`config.mk`:
```
export PLATFORM = sky130hd
export DESIGN_NAME = trapezoidal_speed_profiler
export DESIGN_NICKNAME = d
export VERILOG_FILES = /design/src/rtl/tsp_pkg.sv /design/src/rtl/tsp_div.sv /design/src/rtl/tsp_datapath.sv /design/src/rtl/tsp_ctrl.sv /design/src/rtl/trapezoidal_speed_profiler.sv
export SDC_FILE = /design/constraint.sdc
export NUM_CORES = 1
export LEC_CHECK = 0
export BUFFER_PORTS_ARGS = -buffer_cell sky130_fd_sc_hd__buf_4
export CAP_MARGIN = 20
export CORE_AREA = 2 2 248 250
export CTS_CLUSTER_DIAMETER = 80
export DETAILED_ROUTE_END_ITERATION = 10
export DIE_AREA = 0 0 250 252
export PLACE_DENSITY = 0.75
export SYNTH_ARGS = -nofsm -noshare
export SYNTH_HDL_FRONTEND = slang
export SYNTH_SLANG_ARGS = --single-unit
export TNS_END_PERCENT = 20
```
`constraint.sdc`:
```
create_clock -name clk_i -period 6.45 [get_ports clk_i]
set_input_delay 0.3225 -clock clk_i [delete_from_list [all_inputs] [get_ports clk_i]]
set_output_delay 0.3225 -clock clk_i [all_outputs]
set_load 0.03 [all_outputs]
```
`src/rtl/tsp_pkg.sv`:
```
`default_nettype none
package tsp_pkg;

  localparam int unsigned POSITION_BITS_DEF       = 32;
  localparam int unsigned SPEED_FRACTION_BITS_DEF = 8;

  localparam int unsigned POS_PORT_W  = 32;
  localparam int unsigned CFG_IDX_W   = 3;
  localparam int unsigned CFG_DATA_W  = 17;
  localparam int unsigned DIST_W      = 20;
  localparam int unsigned SPEED_OUT_W = 15;
  localparam int unsigned OUT_DATA_W  = 24;

  localparam int unsigned MIN_SPEED_PCT = 5;
  localparam int unsigned MIN_SPAN      = 16;

  localparam logic [CFG_IDX_W-1:0] CFG_TARGET = 3'd0;
  localparam logic [CFG_IDX_W-1:0] CFG_VMAX   = 3'd1;
  localparam logic [CFG_IDX_W-1:0] CFG_ACCEL  = 3'd2;
  localparam logic [CFG_IDX_W-1:0] CFG_DECEL  = 3'd3;
  localparam logic [CFG_IDX_W-1:0] CFG_TURN   = 3'd4;

  localparam logic KIND_START = 1'b0;

  typedef enum logic [2:0] {
    ST_IDLE,
    ST_TRAV,
    ST_EVAL,
    ST_DIVA_GO,
    ST_DIVA_WAIT,
    ST_DIVD_GO,
    ST_DIVD_WAIT,
    ST_FIN
  } state_e;

  typedef struct packed {
    logic load;
    logic trav;
    logic eval;
    logic div_start;
    logic div_sel_d;
    logic cap_qa;
    logic write_out;
  } cmd_t;

  typedef struct packed {
    logic done;
    logic div_busy;
    logic out_free;
  } sts_t;

endpackage
`default_nettype wire

```
`src/rtl/tsp_div.sv`:
```
`default_nettype none
module tsp_div import tsp_pkg::*; #(
  parameter int unsigned QW = 16
) (
  input  wire logic                 clk_i,
  input  wire logic                 rst_ni,
  input  wire logic                 start_i,
  input  wire logic [QW+DIST_W-1:0] num_i,
  input  wire logic [DIST_W-1:0]    den_i,
  output logic                      busy_o,
  output logic [QW-1:0]             quot_o
);

  localparam int unsigned CW = $clog2(QW);

  logic              busy_q;
  logic [CW-1:0]     cnt_q;
  logic [DIST_W-1:0] r_q;
  logic [DIST_W-1:0] d_q;
  logic [QW-1:0]     n_q;

  logic [DIST_W:0]   trial;
  logic [DIST_W:0]   diff;
  logic              ge;

  assign trial = {r_q, n_q[QW-1]};
  assign ge    = trial >= {1'b0, d_q};
  assign diff  = trial - {1'b0, d_q};

  always_ff @(posedge clk_i or negedge rst_ni) begin
    if (!rst_ni) begin
      busy_q <= 1'b0;
      cnt_q  <= '0;
    end else if (start_i) begin
      busy_q <= 1'b1;
      cnt_q  <= '0;
    end else if (busy_q) begin
      cnt_q <= cnt_q + CW'(1);
      if (cnt_q == CW'(QW - 1)) begin
        busy_q <= 1'b0;
      end
    end
  end

  // restoring division, one quotient bit a cycle shifted in from the bottom
  always_ff @(posedge clk_i) begin
    if (start_i) begin
      r_q <= num_i[QW+DIST_W-1:QW];
      n_q <= num_i[QW-1:0];
      d_q <= den_i;
    end else if (busy_q) begin
      r_q <= ge ? diff[DIST_W-1:0] : trial[DIST_W-1:0];
      n_q <= {n_q[QW-2:0], ge};
    end
  end

  assign busy_o = busy_q;
  assign quot_o = n_q;

endmodule
`default_nettype wire

```
`src/rtl/tsp_datapath.sv`:
```
`default_nettype none
module tsp_datapath import tsp_pkg::*; #(
  parameter int unsigned POSITION_BITS       = POSITION_BITS_DEF,
  parameter int unsigned SPEED_FRACTION_BITS = SPEED_FRACTION_BITS_DEF
) (
  input  wire logic                  clk_i,
  input  wire logic                  rst_ni,
  input  wire logic                  cfg_we_i,
  input  wire logic [CFG_IDX_W-1:0]  cfg_idx_i,
  input  wire logic [CFG_DATA_W-1:0] cfg_data_i,
  input  wire logic                  in_kind_i,
  input  wire logic [POS_PORT_W-1:0] in_left_i,
  input  wire logic [POS_PORT_W-1:0] in_right_i,
  input  wire cmd_t                  cmd_i,
  output sts_t                       sts_o,
  output logic                       out_valid_o,
  input  wire logic                  out_ready_i,
  output logic [OUT_DATA_W-1:0]      out_data_o
);

  localparam int unsigned P  = POSITION_BITS;
  localparam int unsigned F  = SPEED_FRACTION_BITS;
  localparam int unsigned QW = 7 + F;
  localparam int unsigned AW = P + 5;
  localparam int unsigned VMIN_INT = MIN_SPEED_PCT << F;
  localparam logic [QW-1:0] VMIN = QW'(VMIN_INT);

  // configuration
  logic [16:0] tgt_q;
  logic [6:0]  vmax_pct_q;
  logic [15:0] acc_q;
  logic [15:0] dec_q;
  logic        turn_q;

  logic [P-1:0] start_l_q, start_r_q;
  logic         done_q;
  logic [P-1:0] pos_l_q, pos_r_q;
  logic [P+1:0] travel_q;
  logic [DIST_W-1:0] avg_q, rem_q, a16_q, d16_q;
  logic         la_q, ld_q;
  logic [QW-1:0] qa_q;
  logic         out_valid_q;
  logic [OUT_DATA_W-1:0] out_data_q;

  function automatic logic [DIST_W-1:0] times_k(input logic [16:0] x, input logic turn);
    logic [DIST_W-1:0] ext;
    ext = DIST_W'(x);
    return turn ? (ext << 2) + ext : (ext << 4) - ext;
  endfunction

  function automatic logic [P:0] abs_diff(input logic [P-1:0] a, input logic [P-1:0] b);
    logic [P:0] d;
    d = {a[P-1], a} - {b[P-1], b};
    return d[P] ? (~d + (P+1)'(1)) : d;
  endfunction

  always_ff @(posedge clk_i or negedge rst_ni) begin
    if (!rst_ni) begin
      tgt_q      <= '0;
      vmax_pct_q <= '0;
      acc_q      <= 16'(MIN_SPAN);
      dec_q      <= 16'(MIN_SPAN);
      turn_q     <= 1'b0;
    end else if (cfg_we_i) begin
      case (cfg_idx_i)
        CFG_TARGET: tgt_q      <= cfg_data_i;
        CFG_VMAX:   vmax_pct_q <= cfg_data_i[6:0];
        CFG_ACCEL:  acc_q      <= cfg_data_i[15:0];
        CFG_DECEL:  dec_q      <= cfg_data_i[15:0];
        CFG_TURN:   turn_q     <= cfg_data_i[0];
        default: ;
      endcase
    end
  end

  // target and ramp spans in 1/16 tick
  logic              neg;
  logic [16:0]       mag;
  logic [16:0]       acc_eff, dec_eff;
  logic [DIST_W-1:0] t16, a16, d16, avg_lo, rem;
  logic [AW-1:0]     avg_full;
  logic              hit;

  assign neg      = tgt_q[16];
  assign mag      = neg ? (17'h0 - tgt_q) : tgt_q;
  assign acc_eff  = (acc_q < 16'(MIN_SPAN)) ? 17'(MIN_SPAN) : {1'b0, acc_q};
  assign dec_eff  = (dec_q < 16'(MIN_SPAN)) ? 17'(MIN_SPAN) : {1'b0, dec_q};
  assign t16      = times_k(mag, turn_q);
  assign a16      = times_k(acc_eff, turn_q);
  assign d16      = times_k(dec_eff, turn_q);
  assign avg_full = {travel_q, 3'b000};
  assign hit      = avg_full >= AW'(t16);
  assign avg_lo   = avg_full[DIST_W-1:0];
  assign rem      = t16 - avg_lo;

  always_ff @(posedge clk_i or negedge rst_ni) begin
    if (!rst_ni) begin
      start_l_q <= '0;
      start_r_q <= '0;
      done_q    <= 1'b0;
    end else if (cmd_i.load && in_kind_i == KIND_START) begin
      start_l_q <= in_left_i[P-1:0];
      start_r_q <= in_right_i[P-1:0];
      done_q    <= 1'b0;
    end else if (cmd_i.eval && hit) begin
      done_q <= 1'b1;
    end
  end

  always_ff @(posedge clk_i) begin
    if (cmd_i.load) begin
      pos_l_q <= in_left_i[P-1:0];
      pos_r_q <= in_right_i[P-1:0];
    end
    if (cmd_i.trav) begin
      travel_q <= {1'b0, abs_diff(pos_l_q, start_l_q)} + {1'b0, abs_diff(pos_r_q, start_r_q)};
    end
    if (cmd_i.eval) begin
      avg_q <= avg_lo;
      rem_q <= rem;
      a16_q <= a16;
      d16_q <= d16;
      la_q  <= avg_lo < a16;
      ld_q  <= rem < d16;
    end
  end

  // one shared multiplier feeds the divider for both ramps
  logic [QW-1:0]        vmax;
  logic [DIST_W-1:0]    mul_b;
  logic [QW+DIST_W-1:0] num;
  logic [DIST_W-1:0]    den;
  logic                 div_busy;
  logic [QW-1:0]        quot;

  assign vmax  = {vmax_pct_q, F'(0)};
  assign mul_b = cmd_i.div_sel_d ? rem_q : avg_q;
  assign num   = (QW+DIST_W)'(vmax) * (QW+DIST_W)'(mul_b);
  assign den   = cmd_i.div_sel_d ? d16_q : a16_q;

  tsp_div #(
    .QW (QW)
  ) u_div (
    .clk_i   (clk_i),
    .rst_ni  (rst_ni),
    .start_i (cmd_i.div_start),
    .num_i   (num),
    .den_i   (den),
    .busy_o  (div_busy),
    .quot_o  (quot)
  );

  always_ff @(posedge clk_i) begin
    if (cmd_i.cap_qa) begin
      qa_q <= quot;
    end
  end

  // speed select and floor
  logic [QW-1:0]          spd_a, spd_b, spd;
  logic [QW+SPEED_OUT_W-1:0] spd_ext;
  logic                   lf, rf;
  logic [OUT_DATA_W-1:0]  res;

  assign spd_a   = la_q ? qa_q : vmax;
  assign spd_b   = (ld_q && quot < spd_a) ? quot : spd_a;
  assign spd     = (spd_b < VMIN) ? VMIN : spd_b;
  assign spd_ext = {SPEED_OUT_W'(0), spd};
  assign lf      = ~neg;
  assign rf      = turn_q ? neg : ~neg;
  assign res     = done_q ? {6'b0, 1'b1, 1'b0, 1'b0, SPEED_OUT_W'(0)}
                          : {6'b0, 1'b0, rf, lf, spd_ext[SPEED_OUT_W-1:0]};

  always_ff @(posedge clk_i or negedge rst_ni) begin
    if (!rst_ni) begin
      out_valid_q <= 1'b0;
    end else if (cmd_i.write_out) begin
      out_valid_q <= 1'b1;
    end else if (out_ready_i) begin
      out_valid_q <= 1'b0;
    end
  end

  always_ff @(posedge clk_i) begin
    if (cmd_i.write_out) begin
      out_data_q <= res;
    end
  end

  assign out_valid_o    = out_valid_q;
  assign out_data_o     = out_data_q;
  assign sts_o.done     = done_q;
  assign sts_o.div_busy = div_busy;
  assign sts_o.out_free = ~out_valid_q | out_ready_i;

endmodule
`default_nettype wire

```
`src/rtl/tsp_ctrl.sv`:
```
`default_nettype none
module tsp_ctrl import tsp_pkg::*; (
  input  wire logic clk_i,
  input  wire logic rst_ni,
  input  wire logic in_valid_i,
  output logic      in_ready_o,
  input  wire sts_t sts_i,
  output cmd_t      cmd_o
);

  state_e state_q, state_d;

  always_ff @(posedge clk_i or negedge rst_ni) begin
    if (!rst_ni) begin
      state_q <= ST_IDLE;
    end else begin
      state_q <= state_d;
    end
  end

  always_comb begin
    state_d    = state_q;
    cmd_o      = '0;
    in_ready_o = 1'b0;
    case (state_q)
      ST_IDLE: begin
        in_ready_o = 1'b1;
        if (in_valid_i) begin
          cmd_o.load = 1'b1;
          state_d    = ST_TRAV;
        end
      end
      ST_TRAV: begin
        cmd_o.trav = 1'b1;
        state_d    = ST_EVAL;
      end
      ST_EVAL: begin
        cmd_o.eval = 1'b1;
        state_d    = ST_DIVA_GO;
      end
      ST_DIVA_GO: begin
        // done result needs no ramps
        if (sts_i.done) begin
          state_d = ST_FIN;
        end else begin
          cmd_o.div_start = 1'b1;
          state_d         = ST_DIVA_WAIT;
        end
      end
      ST_DIVA_WAIT: begin
        if (!sts_i.div_busy) begin
          cmd_o.cap_qa = 1'b1;
          state_d      = ST_DIVD_GO;
        end
      end
      ST_DIVD_GO: begin
        cmd_o.div_start = 1'b1;
        cmd_o.div_sel_d = 1'b1;
        state_d         = ST_DIVD_WAIT;
      end
      ST_DIVD_WAIT: begin
        if (!sts_i.div_busy) begin
          state_d = ST_FIN;
        end
      end
      ST_FIN: begin
        if (sts_i.out_free) begin
          cmd_o.write_out = 1'b1;
          state_d         = ST_IDLE;
        end
      end
      default: state_d = ST_IDLE;
    endcase
  end

endmodule
`default_nettype wire

```
`src/rtl/trapezoidal_speed_profiler.sv`:
```
`default_nettype none
// latency: set by the two passes of the bit-serial ramp divider from request accept to result;
//   a done move skips both divider passes
// throughput: one request at a time, next accepted once the result is in the output register
// output register lets a new request be accepted while the previous result waits
// reset: asynchronous active low; clears reference positions, done flag and configuration, ramp spans to MIN_SPAN
module trapezoidal_speed_profiler import tsp_pkg::*; #(
  parameter int unsigned POSITION_BITS       = POSITION_BITS_DEF,
  parameter int unsigned SPEED_FRACTION_BITS = SPEED_FRACTION_BITS_DEF
) (
  input  wire logic                  clk_i,
  input  wire logic                  rst_ni,
  input  wire logic                  cfg_we_i,
  input  wire logic [CFG_IDX_W-1:0]  cfg_idx_i,
  input  wire logic [CFG_DATA_W-1:0] cfg_data_i,
  input  wire logic                  s_axis_tvalid,
  output logic                       s_axis_tready,
  // left_position [31:0], right_position [63:32]
  input  wire logic [63:0]           s_axis_tdata,
  // kind
  input  wire logic                  s_axis_tuser,
  output logic                       m_axis_tvalid,
  input  wire logic                  m_axis_tready,
  // speed_command [14:0], left_forward [15], right_forward [16], move_done [17]
  output logic [OUT_DATA_W-1:0]      m_axis_tdata
);

  cmd_t cmd;
  sts_t sts;

  tsp_ctrl u_ctrl (
    .clk_i      (clk_i),
    .rst_ni     (rst_ni),
    .in_valid_i (s_axis_tvalid),
    .in_ready_o (s_axis_tready),
    .sts_i      (sts),
    .cmd_o      (cmd)
  );

  tsp_datapath #(
    .POSITION_BITS       (POSITION_BITS),
    .SPEED_FRACTION_BITS (SPEED_FRACTION_BITS)
  ) u_datapath (
    .clk_i       (clk_i),
    .rst_ni      (rst_ni),
    .cfg_we_i    (cfg_we_i),
    .cfg_idx_i   (cfg_idx_i),
    .cfg_data_i  (cfg_data_i),
    .in_kind_i   (s_axis_tuser),
    .in_left_i   (s_axis_tdata[31:0]),
    .in_right_i  (s_axis_tdata[63:32]),
    .cmd_i       (cmd),
    .sts_o       (sts),
    .out_valid_o (m_axis_tvalid),
    .out_ready_i (m_axis_tready),
    .out_data_o  (m_axis_tdata)
  );

endmodule
`default_nettype wire
```
Word-level counts from Yosys, hierarchy flattened
Index checks and enable logic that the tools add are counted.

Flip-flop bits (word level): 402. Input port bits: 90. Word-level logic and storage cells: 137.

$add $sub $neg: 15. Multipliers: 1. Magnitude comparators: 8. Equal/unequal tests: 16. Muxes and demuxes: 47. Bitwise operators: 6. Reductions and logical operators: 15.

Operators by type and width (number): 2-to-1 mux 20 bit (8); 2-to-1 mux 15 bit (5); adder 33 x 1 -> 33 bit (second input constant) (2); 2-to-1 mux 33 bit (2); inverter 33 bit (2); subtractor 32 x 32 -> 33 bit (2); adder 19 x 17 -> 20 bit (3); subtractor 20 x 17 -> 20 bit (3); less-than comparator 20 bit (2); subtractor 20 bit (2); greater-or-equal comparator 37 x 20 -> 1 bit (1); adder 33 x 33 -> 34 bit (1); less-than comparator 16 x 5 -> 1 bit (second input constant) (2); 2-to-1 mux 16 bit (2); multiplier 7 x 20 -> 27 bit (1); case mux 3 bit (8 select lines) (1); greater-or-equal comparator 21 x 20 -> 1 bit (1); 2-to-1 mux 1 bit (19); 2-to-1 mux 18 bit (1); 2-to-1 mux 17 bit (1); subtractor 1 x 17 -> 17 bit (first input constant) (1); == test 3 bit (second input constant) (5); less-than comparator 15 x 11 -> 1 bit (second input constant) (1); less-than comparator 15 bit (1); 17 further kinds (39).

Longest topological paths before layout
Depth in word-level cells: 8. Mapped depth: 32.

By module
Synthesis repeated with hierarchy kept, for this count alone.

Cell total of the unflattened synthesis: 3684. Area total of the unflattened synthesis: 34717.0 um^2.

Modules (own cells, without submodules): tsp_datapath (instances 1, cells each 3331, area each 30824.6 um^2, sequential area each 9386.5 um^2); tsp_div (instances 1, cells each 326, area each 3652.3 um^2, sequential area each 1776.7 um^2); tsp_ctrl (instances 1, cells each 27, area each 240.2 um^2, sequential area each 75.1 um^2).

Worst setup path after synthesis
Ideal clock, no wire load.

Path kind: register to register. From: reg u_datapath.tgt_q[0]. To: reg u_datapath.ld_q (data pin). Arrival: 6.239 ns. Required time: 6.270 ns. Setup slack: 0.031 ns. Stages on the path, launching flop included: 32. Path buffers: 1. Clock period less this slack: 6.419 ns. Cells stage by stage: dfrtp_1 clkbuf_1 inv_1 ha_1 or3b_1 nand2_1 xor2_1 inv_1 ha_1 a21oi_1 o311ai_0 a211oi_1 nor2_1 a311oi_1 o21bai_1 xor2_1 mux2_2 ha_1 a21oi_1 o21ai_0 nor2b_1 o21ai_0 nor2b_1 xnor2_1 ha_1 o21ai_0 nand2b_1 a21oi_1 nor2b_1 o21ai_0 nand2b_1 a221oi_1.

Word-level cells in the longest chain between the ends: 6.

RTL lines: start, declared (line tsp_datapath.sv:29) `logic [16:0] tgt_q;`; start signal, assigned (line tsp_datapath.sv:66) `CFG_TARGET: tgt_q <= cfg_data_i;`; subtractor 1 x 17 -> 17 bit (line tsp_datapath.sv:85) `assign mag = neg ? (17'h0 - tgt_q) : tgt_q;`; 2-to-1 mux 17 bit (*) (line tsp_datapath.sv:85); subtractor 20 x 17 -> 20 bit / adder 19 x 17 -> 20 bit (equally long branches) (line tsp_datapath.sv:48) `return turn ? (ext << 2) + ext : (ext << 4) - ext;`; 2-to-1 mux 20 bit (*) (line tsp_datapath.sv:48); subtractor 20 bit (*) (line tsp_datapath.sv:94) `assign rem = t16 - avg_lo;`; net u_datapath.rem[15] (line tsp_datapath.sv:80) `logic [DIST_W-1:0] t16, a16, d16, avg_lo, rem;`; less-than comparator 20 bit (*) (line tsp_datapath.sv:124) `ld_q <= rem < d16;`; end signal, assigned (line tsp_datapath.sv:124); end, declared (line tsp_datapath.sv:40) `logic la_q, ld_q;`.

Mark *: on every way through the listed nets, which the timed path passes. The rest lies on a longest branch. A chain may end at the register's enable or synchronous reset.

Final worst setup path
From: reg u_ctrl.state_q[0]. To: reg u_datapath.u_div.r_q[19] (data pin).

Word-level cells in the longest chain between the ends: 5.

RTL lines: start, declared (line tsp_ctrl.sv:11) `state_e state_q, state_d;`; start signal, assigned (line tsp_ctrl.sv:17) `state_q <= state_d;`; == test 3 bit (line tsp_ctrl.sv:25) `case (state_q)`; 2-to-1 mux 1 bit (line tsp_ctrl.sv:25); 2-to-1 mux 20 bit (line tsp_datapath.sv:137) `assign mul_b = cmd_i.div_sel_d ? rem_q : avg_q;`; multiplier 7 x 20 -> 27 bit (line tsp_datapath.sv:138) `assign num = (QW+DIST_W)'(vmax) * (QW+DIST_W)'(mul_b);`; 2-to-1 mux 20 bit (*) (line tsp_div.sv:47) `if (start_i) begin`; end signal, assigned (line tsp_div.sv:48) `r_q <= num_i[QW+DIST_W-1:QW];`; end signal, assigned (line tsp_div.sv:52) `r_q <= ge ? diff[DIST_W-1:0] : trial[DIST_W-1:0];`; end, declared (line tsp_div.sv:18) `logic [DIST_W-1:0] r_q;`.

Mark *: on every way between the ends. The rest lies on a longest branch, timed or not.

==> flow_metrics.py <==
metrics = {
    "final_layout": {
        "register_area_um2": 11200,
        "synthToLayoutAreaGrowth_pct": 12.3,
        "layout_common_cells": "nand2_1, inv_1, ha_1",
        "layout.cell_area.non_filler_um2": 38900,
        "nFillCells": 5029,
        "final_layout_size_suffix_gt1_share_pct": 9.77,
        "utilization_pct": 64.7,
        "most_common_cell_after_layout_fill_and_taps_aside": "nand2_1",
        "area_of_the_multi_input_gates_um2": 21800,
        "net_count_of_the_finished_layout": 4569,
    },
    "floorplan": {
        "boundaryPins": 116,
        "chipWidth_um": 250,
        "die_outline_height_um": 252,
        "rows": 90,
        "initial_utilization_pct": 57.7,
        "coreArea_um2": 60100,
        "die_area_um2": 63000,
    },
    "timing": {
        "timing.hold.ws_ns": 0.0829,
        "skew_ns": 0.0357,
        "hold_violations": 0,
        "timing.final.setup_violations": 0,
        "worst_slack_ns": 0.355,
        "timing.max_slew.rel_slack_pct": 30.9,
        "fin_crit_sh_pct": 94.5,
        "timing.final.max_slew_violations": 0,
        "max_freq_mhz": 164,
        "min_period_ns": 6.10,
        "max_slew.worst_pin.slew_ns": 1.04,
    },
    "yosys": {
        "yosys_register_bits": 396,
        "post_synth_xor_area_fraction_pct": 7.46,
        "per_instance_average_area_after_synthesis_um2": 8.90,
        "syn-instance-count": 3897,
        "synth_top_family_by_area": "compound AO/OA/AOI/OAI gates",
        "yosys-mux-area-fraction_pct": 3.30,
        "yosysWarningCount": 0,
        "synth_simple_gate_area_share_pct": 16.5,
        "dominantRegCellSynth": "edfxtp_1",
        "synth_compound_area_share_pct": 17.5,
        "postSynth.asyncResetShare_pct": 33.1,
        "synth_cell_types": 92,
        "netlist_area_um2": 34700,
        "synth-seq-area-share_pct": 32.2,
        "count_of_flip_flops_with_a_built_in_enable_after_synthesis": 257,
        "synth-adder-area-share_pct": 17.4,
    },
    "grt": {
        "wire_length_of_the_first_global_routing_pass_mm": 144,
        "grt-ovfl-total": 0,
        "largest_net_degree_at_the_start_of_global_routing": 76,
        "track_usage_pct": 28.4,
        "via_count_of_the_first_global_routing_pass": 27200,
        "number_of_antenna_violations_at_the_first_check_in_global_routing": 5,
    },
    "setup_path": {
        "critical-path-slowest-cell": "fa_1",
        "cp_max_fo": 18,
        "criticalPathCategory": "flip-flop to flip-flop",
        "critPathCaptureType": "flip-flop",
        "critPathMaxStageDelay_ns": 0.55,
        "timing.reg2reg.setup_slack_ns": 0.35,
        "timing.critical_path.arrival_ns": 6.42,
        "worst_endpoint_required_time_ns": 6.77,
        "critical_path.top_delay_family": "adder cells",
        "r2r.worst_path.cells": 24,
        "worst_r2r_endpoint": "u_datapath.u_div.r_q[19]",
        "path_depth": 24,
        "critPathBufInv": 5,
        "cp-start-kind": "flip-flop",
        "crit_chain": "buf_4 > nand3_1 > buf_4 > nand2_1 > nand2_1 > nand2_1 > fa_1 > inv_1 > fa_1 > fa_1 > inv_1 > fa_1 > inv_1 > ha_1 > a21oi_1 > o21ai_0 > a211oi_1 > o22ai_1 > o31ai_1 > o311a_1 > nor3_1 > a31oi_1 > xnor2_1 > a21oi_1",
        "worst_r2r_startpoint": "u_ctrl.state_q[0]",
        "cp_common_cell": "fa_1",
    },
    "clock_tree": {
        "worst_skew_pair.late_latency_ns": 0.60,
        "path_clk_slew_ns": 0.06,
        "cts_max_level": 2,
        "clock_tree.root_cell": "clkbuf_16",
        "clock_tree_from_tritoncts": "built",
        "cts_buffers": 45,
        "cts_sinks": 396,
        "ctsLongestPathBuffers": 3,
    },
    "hold_path": {
        "hold_depth": 3,
        "hold_path.startpoint": "cfg_idx_i[2]",
        "worst_hold_path_type": "primary input to flip-flop",
        "holdPathEnd": "u_datapath.turn_q",
    },
    "placement": {
        "buffers_on_ports": 109,
        "post_dp_cell_area_um2": 36400,
        "preCtsSetupSlack_ns": 0.0854,
        "globalplace.congestion": 0.941,
        "dp.final_hpwl_mm": 69.5,
    },
    "detailed_routing": {
        "route.vias.total": 28600,
        "wl_mm": 90.5,
        "initialDrtViolationCount": 2218,
        "drc": 0,
        "vias_per_cell": 5.86,
        "post_drt_wl_per_cell_um": 18.5,
        "antenna_left": 0,
        "dr.pass1.iters": 6,
    },
    "status": {
        "outcome": "completed",
    },
    "job": {
        "timing.max_cap.violations": 0,
    },
}
==> kinds of logic after synthesis <==
kind of cell | Yosys count
AOI/OAI and AO/OA | 949
adders and majority gates | 424
other | 1
buffers and inverters | 518
DFF | 396
xor gates and xnor gates | 292
and+or+nand+nor | 1211
muxes | 106
==> cell usage after synthesis, types with 27 or more instances <==
master / n / area [µm²]
nor3_1: 55 / 275
xor2_1: 93 / 815
o21bai_1: 32 / 240
a211oi_1: 27 / 203
or3_1: 29 / 181
nand2_1: 493 / 1850
fa_1: 97 / 1940
nor2b_1: 53 / 332
a31oi_1: 40 / 250
o21ai_0: 259 / 1300
nor2_1: 236 / 886
nand2b_1: 39 / 244
o31ai_1: 36 / 270
xnor2_1: 197 / 1730
clkbuf_1: 136 / 510
mux2i_1: 40 / 400
nand3_1: 79 / 395
and3_1: 41 / 257
edfxtp_1: 257 / 7720
nand4_1: 37 / 231
inv_1: 360 / 1350
mux2_2: 66 / 743
o21a_1: 43 / 323
dfrtp_1: 129 / 3230
a21o_1: 105 / 788
a21oi_1: 234 / 1170
ha_1: 325 / 4070
and2_1: 46 / 288
==> how the worst max path moves through the flow <==
| stage | start | end | slack, ns |
|---|---|---|---|
| 5_1_grt | u_datapath.pos_l_q[0] | u_datapath.travel_q[30] | -0.02 |
| 3_3_place_gp | u_datapath.tgt_q[1] | u_datapath.ld_q | 0.18 |
| 4_1_cts | u_datapath.tgt_q[1] | u_datapath.ld_q | 0.06 |
| 3_5_place_dp | u_datapath.tgt_q[1] | u_datapath.ld_q | 0.09 |
| 2_1_floorplan | u_datapath.tgt_q[0] | u_datapath.ld_q | 0.03 |
| 6_report | u_ctrl.state_q[0] | u_datapath.u_div.r_q[19] | 0.35 |
==> final cells by class <==
cell class / instances / share of cell area [%]
timing repair buffer: 265 / 5.65
clock inverter: 24 / 0.562
antenna: 3 / 0.0193
tap: 782 / 2.51
sequential: 396 / 28.7
multi-input combinational: 2988 / 55.9
clock buffer: 60 / 3.20
inverter: 361 / 3.48
==> what timing repair did <==
action | CTS | global route
resized for setup | 0 | 41
buffers inserted | 0 | 4
endpoints found under the hold margin | 236 | 0
hold buffers | 83 | 0
endpoints found under the setup margin | 0 | 19
==> flip-flops by register name (all words and copies together), names as in the netlist, 16 cells and up <==
signal,cells
u_datapath.d16_q,20
u_datapath.u_div.d_q,20
u_datapath.pos_r_q,32
u_datapath.start_l_q,32
u_datapath.start_r_q,32
u_datapath.rem_q,20
u_datapath.out_data_o,18
u_datapath.tgt_q,17
u_datapath.u_div.r_q,20
u_datapath.a16_q,20
u_datapath.travel_q,34
u_datapath.acc_q,16
u_datapath.dec_q,16
u_datapath.avg_q,17
u_datapath.pos_l_q,32
==> tightest hold or removal path, cell delays in order <==
cell	delay [ns]
buf_4	0.11
nand3_1	0.06
mux2_2	0.15
==> per-stage QoR <==
| step | std cells | TNS [ns] |
|---|---|---|
| after detailed placement | 4705 | 0 |
| after global placement | 4705 | 0 |
| final | 4879 | 0 |
| after floorplan | 3902 | 0 |
| after global routing | 4877 | -0.0374 |
| after CTS | 4872 | 0 |
==> routing by layer <==
layer  GRT usage [%]  vias up  share of wire [%]
li1                -    14000                  -
met1            37.0    13600                 43
met2            49.0      745                 49
met3            3.40      167                5.0
met4            9.70        0                3.4
met5               0        -                  0
Power is left out: the tool's default activity adds up to more than one toggle a clock period on the data nets, which glitch-free logic cannot reach.
